[config.mk]
export PLATFORM = sky130hd
export DESIGN_NAME = rrts_task_mem
export DESIGN_NICKNAME = d
export VERILOG_FILES = /design/src/sv/rrts_pkg.sv /design/src/sv/rrts_task_mem.sv
export SDC_FILE = /design/constraint.sdc
export NUM_CORES = 2
export LEC_CHECK = 0
export BUFFER_PORTS_ARGS = -buffer_cell sky130_fd_sc_hd__buf_2
export CELL_PAD_IN_SITES_DETAIL_PLACEMENT = 0
export CELL_PAD_IN_SITES_GLOBAL_PLACEMENT = 2
export CORE_ASPECT_RATIO = 1.5
export CORE_UTILIZATION = 47
export CTS_BUF_LIST = sky130_fd_sc_hd__clkbuf_2
export DETAILED_ROUTE_END_ITERATION = 8
export HOLD_SLACK_MARGIN = 0.05
export PLACE_DENSITY_LB_ADDON = 0.1
export SLEW_MARGIN = 20
export SYNTH_ARGS = -nofsm -noshare
export SYNTH_HDL_FRONTEND = slang
export SYNTH_MEMORY_MAX_BITS = 65536
export SYNTH_SLANG_ARGS = --single-unit
[constraint.sdc]
create_clock -name clk -period 1.6 [get_ports clk]
set_clock_uncertainty 0.05 [all_clocks]
set_input_delay 0.24 -clock clk [delete_from_list [all_inputs] [get_ports clk]]
set_output_delay 0.24 -clock clk [all_outputs]
set_load 0.005 [all_outputs]
[src/sv/rrts_pkg.sv]
`timescale 1ns / 1ps
`default_nettype none

package rrts_pkg;

    // Request codes carried in the low bits of the input transfer.
    typedef enum logic [1:0] {
        FN_ADD      = 2'd0,
        FN_TICK     = 2'd1,
        FN_DISPATCH = 2'd2,
        FN_QUERY    = 2'd3
    } func_t;

    typedef enum logic [1:0] {
        ST_IDLE,
        ST_EXEC,
        ST_SWITCH
    } state_t;

    // One row of the task memory.
    typedef struct packed {
        logic [63:0] last_run;
        logic [63:0] runs;
        logic [63:0] switches_in;
        logic [63:0] charged;
        logic [15:0] remaining;
        logic [15:0] slice;
    } task_rec_t;

    // Contents of the idle task's row after reset.
    localparam task_rec_t REC_IDLE_TASK = '{
        last_run:    64'd0,
        runs:        64'd0,
        switches_in: 64'd0,
        charged:     64'd0,
        remaining:   16'd1,
        slice:       16'd1
    };

    typedef struct packed {
        logic rd_en;
        logic wr_en;
    } mem_req_t;

    // One result; declared from the highest field down so that the packed
    // value matches the output bus layout with ok in bit zero.
    typedef struct packed {
        logic [63:0] task_last_run;
        logic [63:0] task_runs;
        logic [63:0] task_switches_in;
        logic [63:0] task_charged;
        logic [15:0] task_remaining;
        logic [15:0] task_slice;
        logic [63:0] switch_total;
        logic [63:0] last_tick;
        logic [3:0]  current_task;
        logic [4:0]  num_tasks;
        logic        ok;
    } sched_res_t;

    localparam int S_DATA_W = 88;
    localparam int M_DATA_W = 432;
    localparam int M_PAD_W  = M_DATA_W - $bits(sched_res_t);

endpackage

`default_nettype wire

[src/sv/rrts_task_mem.sv]
`timescale 1ns / 1ps
`default_nettype none

module rrts_task_mem #(
    parameter int MAX_TASKS = 16,
    localparam int AW = $clog2(MAX_TASKS)
) (
    input  wire logic               clk,
    input  wire logic               rst_n,
    input  wire rrts_pkg::mem_req_t req,
    input  wire logic [AW-1:0]      rd_addr,
    input  wire logic [AW-1:0]      wr_addr,
    input  wire rrts_pkg::task_rec_t wr_data,
    output rrts_pkg::task_rec_t     rd_data
);
    import rrts_pkg::*;

    task_rec_t mem [MAX_TASKS];
    task_rec_t rd_data_reg;
    logic      e0_valid_reg, e0_valid_next;
    logic      dflt_reg, dflt_next;

    // Rows above the idle task are always written by an add before a read of them is used,
    // so only row zero needs a reset value, supplied until its first write.
    always_ff @(posedge clk)
    begin
        if (req.wr_en)
        begin
            mem[wr_addr] <= wr_data;
        end
        if (req.rd_en)
        begin
            rd_data_reg <= mem[rd_addr];
        end
    end

    always_comb
    begin
        e0_valid_next = e0_valid_reg | (req.wr_en && (wr_addr == '0));
        dflt_next     = req.rd_en ? ((rd_addr == '0) && !e0_valid_reg) : dflt_reg;
    end

    always_ff @(posedge clk or negedge rst_n)
    begin
        if (!rst_n)
        begin
            e0_valid_reg <= 1'b0;
            dflt_reg     <= 1'b0;
        end
        else
        begin
            e0_valid_reg <= e0_valid_next;
            dflt_reg     <= dflt_next;
        end
    end

    assign rd_data = dflt_reg ? REC_IDLE_TASK : rd_data_reg;

endmodule

`default_nettype wire

==> flow_results.org <==
** Placed design
- Count of input and output buffers :: 587
- Final HPWL from detailed placement :: 320 mm
- Last weighted congestion value of the routability-driven placer :: 0.793
- Once placement completed, the tool counted placed cells totaling 14700.

** Detailed routing
- Antenna violation net count after detailed routing :: 0
- In the final routed layout, each cell accounts on average for around 29 microns.
- After the first detailed-routing iteration, the DRC count stood at approximately 8400.
- For this run, the detailed router's first-pass iteration total came to 7.
- Total via count after detailed routing :: 99500
- After detailed routing, the number of remaining DRC violations is 0.
- Overall routed net length :: 510 mm
- Via count normalized by instance count :: between 5 and 6

** Pwr
- In this run the static leakage power is 79.5 nW.
- Dividing total power by cell area gives a power density of 1050 nW/um^2.
- Largest vdd supply drop :: 0.725 mV
- The design draws 0.242 W.

** Setup path
- In this design, the stage delay of the slowest critical-path cell is 560 ps.
- Type of the worst setup path :: reg2out
- Family with the most delay on the worst path :: buffers and inverters
- Traced cell by cell, the critical path runs through buf_12 > buf_16 > nor2b_1 > buf_2.
- The worst setup path is captured at an output pin.
- Maximum fanout along the worst path :: 7
- Together, buffers and inverters on the worst path number 3.
- CP max stage cell :: sky130_fd_sc_hd__dfrtp_4
- Required arrival time at the worst endpoint :: 1310 ps
- Data arrives at the worst endpoint at ~3700 ps.
- STA classifies the critical path startpoint as a register.

** Die
- The initial utilization of the core area, before any placement, comes to 47.3%.
- In this run the vertical extent of the chip is 770 microns.
- From left edge to right edge, the die measures 514 microns.
- Row count :: between 200 and 300
- The die covers 396000 sq um.
- Pin placement for this block handled 588 I/O pins.
- Area of the core :: ~400000 sq um

** Finish
- Footprint of the multi-input gates :: around 37000 sq um
- Net count, final :: 12200
- Filler-free cell count of the finished design :: ~18000
- Leaving out fill and tap cells, the most frequent cells in the layout are 4896 x sky130_fd_sc_hd__edfxtp_1, 1670 x sky130_fd_sc_hd__clkbuf_2, 1196 x sky130_fd_sc_hd__dlygate4sd3_1.
- Area added between synthesis and finish :: 24.9%
- Largest register FFs :: approximately 4600
- Fraction of layout cells with a size suffix above 1 :: 38.8%
- Most common library cell in the layout ignoring fill and taps :: sky130_fd_sc_hd__edfxtp_1
- After filler insertion, the fill cell instance count of the layout stands at 29500.
- Area of all sequential standard cells :: ~150000 sq um

** STA
- Max_slew headroom :: 32.0%
- For the pin with the worst max-slew slack, the measured transition is 1020 ps.
- The final hold violation count was 0.
- Setup violations remaining at the end of the flow were counted as 2840.
- Across all hold checks on the routed design, the worst slack comes to 456 ps.
- Dividing the final minimum period by the clock period gives 251%.
- For the finished layout, the period the worst path requires is 4010 ps.
- Setup repair after global routing missed its margin :: true
- Highest clock frequency the design can meet :: 249 MHz
- In the final timing run, aggregate negative setup slack is -1080080 ps.
- Once routing completed, OpenROAD measured the worst setup slack at -2410 ps.
- Final max-slew violation count :: 0

** CTS
- CTS Buf Count :: 1201
- The root buffer cell chosen for the clock tree is sky130_fd_sc_hd__clkbuf_2.
- TritonCTS clock tree :: done
- Clock-pin slew reported for the worst setup and hold paths after clock tree synthesis :: 100 ps
- Maximum number of buffers from clock root to sink :: 5
- Sink count of the clock tree :: between 4000 and 5000
- H-tree lvl count :: 7
- Clock network latency to the later pin of the worst-skew pair :: about 2300 ps

** Synth
- The number of nets in the synthesized netlist is 8380.
- Sequential cell area fraction in the yosys report :: 79.6%
- Mean post-synth cell area :: ~23 sq um
- Sorting the synthesized cells by area gives the leading types as sky130_fd_sc_hd__edfxtp_1 80%, sky130_fd_sc_hd__mux4_2 13%, sky130_fd_sc_hd__mux2i_1 2.1%.
- Top-area cell type share of the netlist area :: about four fifths
- The number of different library cells used by synthesis comes to 28.
- In this run the cell area of the synthesized design comes to 185000 sq um.
- Seq cells post-synth :: 4898
- The Yosys step of the flow raised 0 warnings.
- Gate Count Post-Synth :: a little over 8000
- Of all cell types, the one taking the most synthesized area is sky130_fd_sc_hd__edfxtp_1.

** Global route
- Global routing finished with a remaining overflow of 0.
- The first global-routing pass estimated 735 mm of wire.
- Global-route total usage across every layer :: 26.1%
- Largest net degree at the start of global routing :: 53
- The number of antenna violations at the first check in global routing was 47.
- The number of global-route vias before repair is 108000.

** Flow run
- The tool flagged a number of max-cap violations equal to 0.

** Status
- The checks that failed: negative setup slack.
- Outcome :: complete, but fails checks

** Worst hold path
- In this run the worst hold path is classified as reg2reg.
==> routing by layer <==
layer / GRT usage, % / up-vias / part of all wire, %
met4: 7.22 / 16 / 1.7
met2: 44.0 / 3385 / 51
met3: 5.73 / 548 / 6.0
li1: - / 42600 / -
met5: 0 / - / 0.020
met1: 34.2 / 53000 / 41
==> path summary, 6_finish.rpt <==
kind	to	cells after the start	startpoint	slack, ps
worst max-delay path	rd_data[78]	4	dflt_reg	-2410
worst min-delay path	e0_valid_reg	1	e0_valid_reg	460
worst max register to register	rd_data_reg[268]	4	mem[7][268]	-80
worst min register to register	e0_valid_reg	1	e0_valid_reg	460
max in group asynchronous	dflt_reg	7	rst_n	420
min in group asynchronous	dflt_reg	7	rst_n	930
==> report_power, final <==
part	internal, W	total, W	switching [W]
combinational	0.00957	0.0193	0.00975
clock	0.0289	0.0772	0.0482
sequential	0.144	0.146	0.00117
==> cell families after synthesis <==
kind of cell	after synthesis	synth area share, %
buf+inv	460	1.11
compound gates	777	2.70
simple gates	505	1.69
mux	1440	14.9
flops	4898	79.6
==> stage by stage <==
step / instance area, sq um / util, % / setup slack, ps
floorplan: 185000 / - / -6550
global placement: 207000 / 53.0 / -796
detailed placement: 207000 / 53.0 / -840
CTS: 230000 / 58.8 / -2780
global route: 231000 / 59.0 / -2730
finish: 231000 / 59.0 / -2410
==> Yosys cell counts, drive strengths merged <==
cell and instances:
clkbuf 244, and2 189, nand2 1, nor2b 288, buf 214, inv 1
nand3 2, clkinv 1, or3b 1, nor4 1, dfrtp 2, a221oi 100
nor2 12, mux2i 388, a211oi 188, edfxtp 4896, a22oi 100, o21ai 101
nand2b 2, nand3b 2, or2 3, mux4 1052, nor3 4, a21oi 288
==> timing repair <==
action,in CTS,in global routing
endpoints found under the setup margin,392,709
buffers inserted,1,2
gates resized for setup,235,121
pin swaps,64,1
hold buffers,1200,0
gates cloned,3,7
hold endpoints to repair,9796,0
==> cell type report <==
class                   instances  area share, %
repair buffers               3039           13.1
clock inverters               300          0.589
inverters                       2        0.00651
well taps                    5235           2.84
multi-input cells            2722           16.0
clock buffers                1670           3.62
flip-flops and latches       4898           63.7
diodes                         34         0.0369
Power figures use the tool's default switching activity.
