<file path="src/sv/rrts_pkg.sv">
`timescale 1ns / 1ps
`default_nettype none

package rrts_pkg;

    // Request codes carried in the low bits of the input transfer.
    typedef enum logic [1:0] {
        FN_ADD      = 2'd0,
        FN_TICK     = 2'd1,
        FN_DISPATCH = 2'd2,
        FN_QUERY    = 2'd3
    } func_t;

    typedef enum logic [1:0] {
        ST_IDLE,
        ST_EXEC,
        ST_SWITCH
    } state_t;

    // One row of the task memory.
    typedef struct packed {
        logic [63:0] last_run;
        logic [63:0] runs;
        logic [63:0] switches_in;
        logic [63:0] charged;
        logic [15:0] remaining;
        logic [15:0] slice;
    } task_rec_t;

    // Contents of the idle task's row after reset.
    localparam task_rec_t REC_IDLE_TASK = '{
        last_run:    64'd0,
        runs:        64'd0,
        switches_in: 64'd0,
        charged:     64'd0,
        remaining:   16'd1,
        slice:       16'd1
    };

    typedef struct packed {
        logic rd_en;
        logic wr_en;
    } mem_req_t;

    // One result; declared from the highest field down so that the packed
    // value matches the output bus layout with ok in bit zero.
    typedef struct packed {
        logic [63:0] task_last_run;
        logic [63:0] task_runs;
        logic [63:0] task_switches_in;
        logic [63:0] task_charged;
        logic [15:0] task_remaining;
        logic [15:0] task_slice;
        logic [63:0] switch_total;
        logic [63:0] last_tick;
        logic [3:0]  current_task;
        logic [4:0]  num_tasks;
        logic        ok;
    } sched_res_t;

    localparam int S_DATA_W = 88;
    localparam int M_DATA_W = 432;
    localparam int M_PAD_W  = M_DATA_W - $bits(sched_res_t);

endpackage

`default_nettype wire

</file>
<file path="src/sv/rrts_ctrl.sv">
`timescale 1ns / 1ps
`default_nettype none

module rrts_ctrl #(
    parameter int MAX_TASKS = 16,
    localparam int AW = $clog2(MAX_TASKS),
    localparam int CW = $clog2(MAX_TASKS + 1)
) (
    input  wire logic               clk,
    input  wire logic               rst_n,
    input  wire logic               in_valid,
    output logic                    in_ready,
    input  wire rrts_pkg::func_t    func,
    input  wire logic [15:0]        slice_ticks,
    input  wire logic [63:0]        tick_value,
    input  wire logic [3:0]         task_index,
    input  wire logic               out_free,
    output logic                    res_load,
    output rrts_pkg::sched_res_t    res,
    output rrts_pkg::mem_req_t      mem_req,
    output logic [AW-1:0]           rd_addr,
    output logic [AW-1:0]           wr_addr,
    output rrts_pkg::task_rec_t     wr_data,
    input  wire rrts_pkg::task_rec_t rd_data
);
    import rrts_pkg::*;

    localparam int XW = (AW > 4) ? AW : 4;
    localparam int KW = (CW > 4) ? CW : 4;
    localparam int TW = (CW > 5) ? CW : 5;

    state_t        state_reg, state_next;
    logic [CW-1:0] count_reg, count_next;
    logic [AW-1:0] current_reg, current_next;
    logic [63:0]   last_tick_reg, last_tick_next;
    logic [63:0]   switch_total_reg, switch_total_next;

    func_t         func_reg;
    logic [15:0]   slice_reg;
    logic [63:0]   tick_reg;
    logic          qok_reg;

    logic [XW-1:0] idx_x;
    logic [XW-1:0] cur_x;
    logic [TW-1:0] count_x;
    logic          idx_in_range;
    logic          cur_valid;
    logic          full;
    logic [CW-1:0] nxt_wide;
    logic [AW-1:0] nxt;
    logic [15:0]   rem_dec;
    logic          expire;
    logic          do_switch;
    logic [15:0]   add_slice;

    assign idx_x        = XW'(task_index);
    assign idx_in_range = KW'(task_index) < KW'(count_reg);
    assign cur_valid    = CW'(current_reg) < count_reg;
    assign full         = count_reg == CW'(MAX_TASKS);
    assign nxt_wide     = CW'(current_reg) + CW'(1);
    assign nxt          = (nxt_wide == count_reg) ? '0 : nxt_wide[AW-1:0];
    assign rem_dec      = rd_data.remaining - ((rd_data.remaining != 16'd0) ? 16'd1 : 16'd0);
    assign expire       = rem_dec == 16'd0;
    assign do_switch    = (state_reg == ST_EXEC) && (func_reg == FN_TICK) && cur_valid
                          && expire && (nxt != current_reg);
    assign add_slice    = (slice_reg == 16'd0) ? 16'd1 : slice_reg;
    assign count_x      = TW'(count_next);
    assign cur_x        = XW'(current_next);

    always_comb
    begin
        state_next = state_reg;
        unique case (state_reg)
            ST_IDLE:
            begin
                if (in_valid)
                begin
                    state_next = ST_EXEC;
                end
            end
            ST_EXEC:
            begin
                if (out_free)
                begin
                    state_next = do_switch ? ST_SWITCH : ST_IDLE;
                end
            end
            ST_SWITCH:
            begin
                if (out_free)
                begin
                    state_next = ST_IDLE;
                end
            end
            default:
            begin
                state_next = ST_IDLE;
            end
        endcase
    end

    always_comb
    begin
        in_ready          = state_reg == ST_IDLE;
        mem_req           = '0;
        rd_addr           = current_reg;
        wr_addr           = current_reg;
        wr_data           = rd_data;
        count_next        = count_reg;
        current_next      = current_reg;
        last_tick_next    = last_tick_reg;
        switch_total_next = switch_total_reg;
        res_load          = 1'b0;
        res               = '0;

        unique case (state_reg)
            ST_IDLE:
            begin
                if (in_valid)
                begin
                    mem_req.rd_en = 1'b1;
                    rd_addr       = (func == FN_QUERY) ? idx_x[AW-1:0] : current_reg;
                end
            end
            ST_EXEC:
            begin
                if (out_free)
                begin
                    res_load = !do_switch;
                    case (func_reg)
                        FN_ADD:
                        begin
                            if (!full)
                            begin
                                mem_req.wr_en = 1'b1;
                                wr_addr       = count_reg[AW-1:0];
                                wr_data       = '{
                                    last_run:    64'd0,
                                    runs:        64'd0,
                                    switches_in: 64'd0,
                                    charged:     64'd0,
                                    remaining:   add_slice,
                                    slice:       add_slice
                                };
                                count_next    = count_reg + CW'(1);
                                res.ok        = 1'b1;
                            end
                        end
                        FN_TICK:
                        begin
                            last_tick_next = tick_reg;
                            if (cur_valid)
                            begin
                                mem_req.wr_en     = 1'b1;
                                wr_data.charged   = rd_data.charged + 64'd1;
                                wr_data.remaining = expire ? rd_data.slice : rem_dec;
                            end
                            if (do_switch)
                            begin
                                current_next      = nxt;
                                switch_total_next = switch_total_reg + 64'd1;
                                mem_req.rd_en     = 1'b1;
                                rd_addr           = nxt;
                            end
                        end
                        FN_DISPATCH:
                        begin
                            if (cur_valid)
                            begin
                                mem_req.wr_en    = 1'b1;
                                wr_data.runs     = rd_data.runs + 64'd1;
                                wr_data.last_run = tick_reg;
                                res.ok           = 1'b1;
                            end
                        end
                        FN_QUERY:
                        begin
                            if (qok_reg)
                            begin
                                res.ok               = 1'b1;
                                res.task_slice       = rd_data.slice;
                                res.task_remaining   = rd_data.remaining;
                                res.task_charged     = rd_data.charged;
                                res.task_switches_in = rd_data.switches_in;
                                res.task_runs        = rd_data.runs;
                                res.task_last_run    = rd_data.last_run;
                            end
                        end
                        default:
                        begin
                        end
                    endcase
                end
            end
            ST_SWITCH:
            begin
                // The row of the task just switched to is being read back here.
                if (out_free)
                begin
                    res_load            = 1'b1;
                    mem_req.wr_en       = 1'b1;
                    wr_data.switches_in = rd_data.switches_in + 64'd1;
                    wr_data.remaining   = rd_data.slice;
                end
            end
            default:
            begin
            end
        endcase

        res.num_tasks    = count_x[4:0];
        res.current_task = cur_x[3:0];
        res.last_tick    = last_tick_next;
        res.switch_total = switch_total_next;
    end

    always_ff @(posedge clk)
    begin
        if (in_valid && in_ready)
        begin
            func_reg  <= func;
            slice_reg <= slice_ticks;
            tick_reg  <= tick_value;
            qok_reg   <= idx_in_range;
        end
    end

    always_ff @(posedge clk or negedge rst_n)
    begin
        if (!rst_n)
        begin
            state_reg        <= ST_IDLE;
            count_reg        <= CW'(1);
            current_reg      <= '0;
            last_tick_reg    <= '0;
            switch_total_reg <= '0;
        end
        else
        begin
            state_reg        <= state_next;
            count_reg        <= count_next;
            current_reg      <= current_next;
            last_tick_reg    <= last_tick_next;
            switch_total_reg <= switch_total_next;
        end
    end

endmodule

`default_nettype wire

</file>
<file path="config.mk">
export PLATFORM = sky130hd
export DESIGN_NAME = rrts_ctrl
export DESIGN_NICKNAME = d
export VERILOG_FILES = /design/src/sv/rrts_pkg.sv /design/src/sv/rrts_ctrl.sv
export SDC_FILE = /design/constraint.sdc
export NUM_CORES = 1
export LEC_CHECK = 0
export BUFFER_PORTS_ARGS = -buffer_cell sky130_fd_sc_hd__buf_2
export CORE_AREA = 8 8 420 422
export CTS_BUF_LIST = sky130_fd_sc_hd__clkbuf_8 sky130_fd_sc_hd__clkbuf_16
export DETAILED_ROUTE_END_ITERATION = 8
export DIE_AREA = 0 0 428 430
export HOLD_SLACK_MARGIN = 0.12
export PLACE_DENSITY = 0.33
export SLEW_MARGIN = 20
export SYNTH_ARGS = -nofsm -noshare
export SYNTH_HDL_FRONTEND = slang
export SYNTH_SLANG_ARGS = --single-unit
</file>
<file path="constraint.sdc">
create_clock -name clk -period 8 [get_ports clk]
set_clock_uncertainty 0.2 [all_clocks]
set_input_delay 1.6 -clock clk [delete_from_list [all_inputs] [get_ports clk]]
set_output_delay 1.6 -clock clk [all_outputs]
set_load 0.005 [all_outputs]
</file>
==> results of run 1 <==
[critical path: cells and delay by family]
kind            cells  cell delay (ns)
simple gates        7             2.13
buf+inv             6             1.02
compound gates      2             0.51
fa+ha+maj           2             0.46
[through the flow]
stage / power (mW) / hold WS (ns) / instance area [sq um]
finish: 5.74 / 0.263 / 29100
CTS: 5.91 / 0.261 / 29100
floorplan: 2.73 / 0.255 / 19900
detailed placement: 4.57 / 0.252 / 28200
global placement: 4.58 / 0.252 / 28200
global route: 6.11 / 0.275 / 29100
[kinds of logic after synthesis]
| kind of cell | count (synthesis) | share of synthesized area |
|---|---|---|
| adder cells (fa/ha/maj) | 25 | 0.0157 |
| AND/OR/NAND/NOR | 1444 | 0.375 |
| buffers and inverters | 250 | 0.0488 |
| multiplexers | 21 | 0.0111 |
| AO/OA/AOI/OAI | 718 | 0.213 |
| XOR/XNOR | 82 | 0.0361 |
| flip-flops | 222 | 0.300 |
[layout by cell type, fill, tap and decap left out, types with 7 or more instances in the layout]
cell | synthesis | layout
a21o_1 | 13 | 13
a21oi_1 | 223 | 222
a221oi_1 | 11 | 11
a22o_1 | 11 | 11
a31oi_1 | 71 | 71
a41oi_1 | 12 | 12
and2_1 | 309 | 309
and3_1 | 48 | 47
and4_1 | 27 | 27
buf_2 | 11 | 1102
buf_4 | 1 | 83
clkbuf_16 | 0 | 29
clkinv_2 | 0 | 9
dfrtp_1 | 138 | 138
diode_2 | 0 | 15
edfxtp_1 | 83 | 83
ha_1 | 25 | 24
inv_1 | 51 | 55
mux2_2 | 8 | 8
mux2i_1 | 13 | 13
nand2_1 | 433 | 428
nand2b_1 | 9 | 9
nand3_1 | 136 | 136
nand4_1 | 103 | 103
nor2_1 | 208 | 203
nor2b_1 | 7 | 7
nor3_1 | 60 | 59
nor3_2 | 6 | 7
nor4_1 | 33 | 33
nor4b_1 | 9 | 8
o211ai_1 | 15 | 15
o21a_1 | 7 | 7
o21ai_0 | 252 | 250
o31ai_1 | 41 | 41
o41ai_1 | 10 | 9
or2_2 | 9 | 9
or3_1 | 8 | 8
or4_1 | 13 | 13
xnor2_1 | 22 | 22
xor2_1 | 60 | 60
[routing by layer]
layer	up-vias	global-route usage	routed length [um]
li1	12016	-	-
met1	12908	0.211	69500
met2	1006	0.296	81700
met3	159	0.0278	9260
met4	20	0.0452	5070
met5	-	0	122
[area by class of cell]
class | instances | share of cell area
multi-input cells | 2290 | 0.447
clock inverters | 22 | 0.00408
inverters | 53 | 0.00691
repair buffers | 1190 | 0.214
diodes | 15 | 0.00129
well taps | 2233 | 0.0959
clock buffers | 31 | 0.0258
flip-flops and latches | 222 | 0.205
[power groups by stage]
stage	logic (mW)	registers (mW)	clock network, mW
floorplan	1.16	1.57	0
global placement	2.97	1.62	0
detailed placement	2.96	1.62	0
CTS	2.97	1.60	1.35
global route	3.12	1.62	1.37
finish	2.88	1.60	1.26
[worst paths after layout]
check	end	depth (start not counted)	startpoint	slack, ns
setup reg to reg	switch_total_reg[45]	11	state_reg[1]	4.22
hold reg to reg	switch_total_reg[63]	1	switch_total_reg[63]	0.26
setup / recovery	wr_data[18]	17	rd_data[20]	0.45
hold / removal	switch_total_reg[63]	1	switch_total_reg[63]	0.26
max in group asynchronous	count_reg[3]	2	rst_n	5.74
min in group asynchronous	last_tick_reg[4]	1	rst_n	0.71
==> run metrics, run 1 <==
DR vias/cell 4.31; Die H 430 um; CP most frequent cell buf_4; largest net degree at the start of global routing 162; initial core utilization 0.117; area leader, netlist dfrtp_1; die width 428 um; total die area 0.184 sq mm; antenna violations before repair 45; Max VDD drop 0.147 mV; Synth cell types 80; vias in the first global route 25390; RSZ-0062 raised after global routing no; fin crit share 0.943; clock share of power 0.220; DP Worst Slack 0.502 ns; status complete, no violations; antenna-violating nets left 0; Setup crit end kind output pin; fillers 19689; Post-Route Setup TNS 0 ns; Sw Ratio 0.469; Rel. slew slack 0.0239; Net Sw Power 2.69 mW; Final Core Density 0.171; HPWL after detailed placement 138000 um; overall routed net length 166000 um; Clock Sink Count 222; total track usage 0.168; critical path, cell by cell buf_2, or4_1, nor3_1, nand3_1, ha_1, ha_1, buf_4, nor4_1, nor4_2, buf_4, or4_4, nor2_1, buf_4, a21oi_1, o31ai_1, buf_4, buf_2; DR vias 26109; Setup-failing EPs final 0; Root Buffer Master clkbuf_16; Comb pwr share 0.502; max frequency 132 MHz; # DRC 0; first-pass GRT wire length 224000 um; core region area 0.170 sq mm; crit path time final 7.55 ns; clock insertion delay at the later pin of the skew report 0.58 ns; cts hold-fix bufs 0; Area Growth Syn to Fin 46.6%; worst slew pin tran 1.45 ns; Max-Cap Viols 0; GRT overflow 0; crit-path max FO 10; startpoint types input pin; type of the most critical hold path reg2reg; Ys Warns 0; final setup slack of the worst path 0.452 ns; Layout Cells excl Fill 6056; Int Pwr 3.05 mW; layout cell share with drive strength beyond 1 0.342; Final Max Tran Viols 0; sequential share of the synthesized area 0.300; Post-CTS Setup Bufs 0; Data required, critical path 6.20 ns; post-synthesis async set-or-reset flop share 0.626; I/O pins 1104; final hold viol count 0; CP peak stage delay 0.61 ns; Area contributors post-synth dfrtp_1 (17%), edfxtp_1 (13%), and2_1 (9.7%); GPL Wtd Cong 0.900; Pre-antenna DRT Iters 6; data arrival time of the worst path 5.75 ns; list of most frequent post-synthesis cells nand2_1 (433), and2_1 (309), o21ai_0 (252), a21oi_1 (223), nor2_1 (208); clock tree buffer depth 3; Synth top area share 0.174; mapped cell area 0.0199 sq mm; PwrDens 197 mW/mm^2; area of the multi-input gates 0.0130 sq mm; wire length per cell 27.4 um; Crit Path Class in2out; placed insts 5988; cell with the most instances after synthesis nand2_1; Cells after Synth 2762; CTS resizes 0; syn_area_per_cell 7.20 sq um; Leakage 13.8 nW; CTS Buf Count 29; Top FF cell, synth dfrtp_1; Critical Path Slowest Stage Cell or4_1; flops & latches, synth 222; IO buf count 1103; CTS tree built; Net count, final 4189; Reg power frac 0.278; FF/Latch Area 0.00597 sq mm; Core Rows 152; Post-Syn Nets 3165; First DRT Iteration DRCs 2272; Worst-path clk slew 0.06 ns; CTS H-tree lvls 1; number of synthesized flops with an enable pin 83
(Power assumes the default switching activity.)
==> inputs of run 2 (changes only) <==
--- a/config.mk
+++ b/config.mk
@@ -6,12 +6,12 @@
 export NUM_CORES = 1
 export LEC_CHECK = 0
 export BUFFER_PORTS_ARGS = -buffer_cell sky130_fd_sc_hd__buf_2
-export CORE_AREA = 8 8 420 422
+export CORE_AREA = 8 8 423 425
 export CTS_BUF_LIST = sky130_fd_sc_hd__clkbuf_8 sky130_fd_sc_hd__clkbuf_16
 export DETAILED_ROUTE_END_ITERATION = 8
-export DIE_AREA = 0 0 428 430
+export DIE_AREA = 0 0 431 433
 export HOLD_SLACK_MARGIN = 0.12
-export PLACE_DENSITY = 0.33
+export PLACE_DENSITY = 0.32
 export SLEW_MARGIN = 20
 export SYNTH_ARGS = -nofsm -noshare
 export SYNTH_HDL_FRONTEND = slang
==> run 2 against run 1 <==
- maximum frequency fell by 1.2%
- non-clock buffer count fell by 2
- routed wire length fell by 1.4%
- sequential share of layout area fell by 0.11 points
- global-route usage fell by 0.56 points
- critical endpoint is now wr_data[17]
- largest cell class unchanged
==> run metrics, run 2 (same netlist as run 1, synthesis figures left out) <==
Final Core Density 0.170; Final Max Tran Viols 0; Data required, critical path 6.20 ns; Root Buffer Master clkbuf_16; Post-Route Setup TNS 0 ns; clock tree buffer depth 3; most common cell after layout, fill and taps aside buf_2; metal1 wirelength 65000 um; crit-path max FO 8; total track usage 0.162; Clock Sink Count 222; Setup crit end kind output pin; wire length per cell 26.6 um; Leakage 13.8 nW; layout cell share with drive strength beyond 1 0.340; PwrDens 195 mW/mm^2; Pre-antenna DRT Iters 6; met3 wire len 9520 um; Area Growth Syn to Fin 47.4%; Worst-path clk slew 0.06 ns; IO buf count 1103; Max-Cap Viols 0; startpoint types input pin; First DRT Iteration DRCs 1775; max frequency 131 MHz; core region area 0.172 sq mm; status complete, no violations; clock insertion delay at the later pin of the skew report 0.58 ns; GRT overflow 0; fin crit share 0.955; CTS Buf Count 28; GPL Wtd Cong 0.885; HPWL after detailed placement 136000 um; critical path, cell by cell buf_2, or4_1, nor3_1, nand3_1, ha_1, ha_1, nor4_1, nor4_4, or4_4, nor2_1, buf_4, a31oi_1, o21ai_0, buf_2; RSZ-0062 raised after global routing no; DR vias/cell 4.23; Die H 433 um; CTS H-tree lvls 1; Core Rows 153; I/O pins 1104; CP peak stage delay 0.64 ns; worst slew pin tran 1.33 ns; DR top layer met5; Crit Path Class in2out; Max VDD drop 0.132 mV; FF-to-FF setup slack 4.15 ns; final hold viol count 0; data arrival time of the worst path 5.84 ns; Critical Path Slowest Stage Cell or4_1; die width 431 um; crit path time final 7.64 ns; type of the most critical hold path reg2reg; first-pass GRT wire length 219000 um; met2 wire length 83400 um; overall routed net length 163000 um; DR vias 25996; Rel. slew slack 0.0986; antenna-violating nets left 0; Setup-failing EPs final 0; Post-CTS Setup Bufs 0; fillers 19922; CTS tree built; Net count, final 4186; antenna violations before repair 33; vias in the first global route 25511; initial core utilization 0.115; commonest cells after routing, fill and taps aside buf_2 (1102), nand2_1 (429), and2_1 (309); largest net degree at the start of global routing 152; total die area 0.187 sq mm; # DRC 0
==> run 2: changes by cell type in the layout (fill, tap and decap cells not counted), sizes merged <==
cell / delta
clkinv: -4
clkbuf: +3
inv: -5
diode: -2
bufinv: +1
clkinvlp: +2
buf: -2
==> run 2: worst paths after layout <==
| kind | from | to | depth (start not counted) |
|---|---|---|---|
| max | rd_data[20] | wr_data[17] | 14 |
| min reg2reg | switch_total_reg[63] | switch_total_reg[63] | 1 |
| min in group asynchronous | rst_n | last_tick_reg[18] | 1 |
| max reg2reg | state_reg[1] | switch_total_reg[45] | 10 |
| max in group asynchronous | rst_n | switch_total_reg[14] | 2 |
| min | switch_total_reg[63] | switch_total_reg[63] | 1 |
==> run 2: final cells by class <==
type / instances / area (sq um) / area share
sequential: 222 / 5970 / 0.204
multi-input combinational: 2290 / 13000 / 0.445
clock buffer: 34 / 806 / 0.0275
timing repair buffer: 1188 / 6230 / 0.213
tap: 2325 / 2910 / 0.0993
antenna: 13 / 32.5 / 0.00111
clock inverter: 16 / 100 / 0.00342
inverter: 53 / 201 / 0.00688
==> run 2: where the power goes <==
part / switching [mW] / leakage [nW] / total (mW) / internal, mW
Clock: 0.546 / 0.460 / 1.28 / 0.738
Combinational: 1.91 / 10.7 / 2.82 / 0.905
Sequential: 0.141 / 2.58 / 1.60 / 1.46
Total: 2.60 / 13.8 / 5.71 / 3.11
==> run 2: critical path: cells and delay by family <==
kind | cells | cell delay (ns)
simple gates | 7 | 2.65
fa+ha+maj | 2 | 0.58
buf+inv | 3 | 0.54
compound gates | 2 | 0.46
==> run 2: through the flow <==
step	hold WS, ns	cells	power, mW	area [sq um]	setup WS, ns
global route	0.284	6133	6.10	29300	0.0162
finish	0.259	6141	5.71	29300	0.357
CTS	0.264	6128	5.87	29300	0.250
floorplan	0.255	2762	2.73	19900	1.15
detailed placement	0.249	6078	4.53	28300	0.266
global placement	0.252	6078	4.54	28300	0.360
==> run 2: repair_timing <==
action	in CTS	in global routing
setup endpoints to repair	0	1
hold buffers	0	0
resized for setup	0	1
==> run 2: routing by layer <==
| layer | GRT usage | vias up |
|---|---|---|
| li1 | - | 12025 |
| met1 | 0.193 | 12763 |
| met2 | 0.297 | 1035 |
| met3 | 0.0284 | 157 |
| met4 | 0.0460 | 16 |
| met5 | 0 | - |
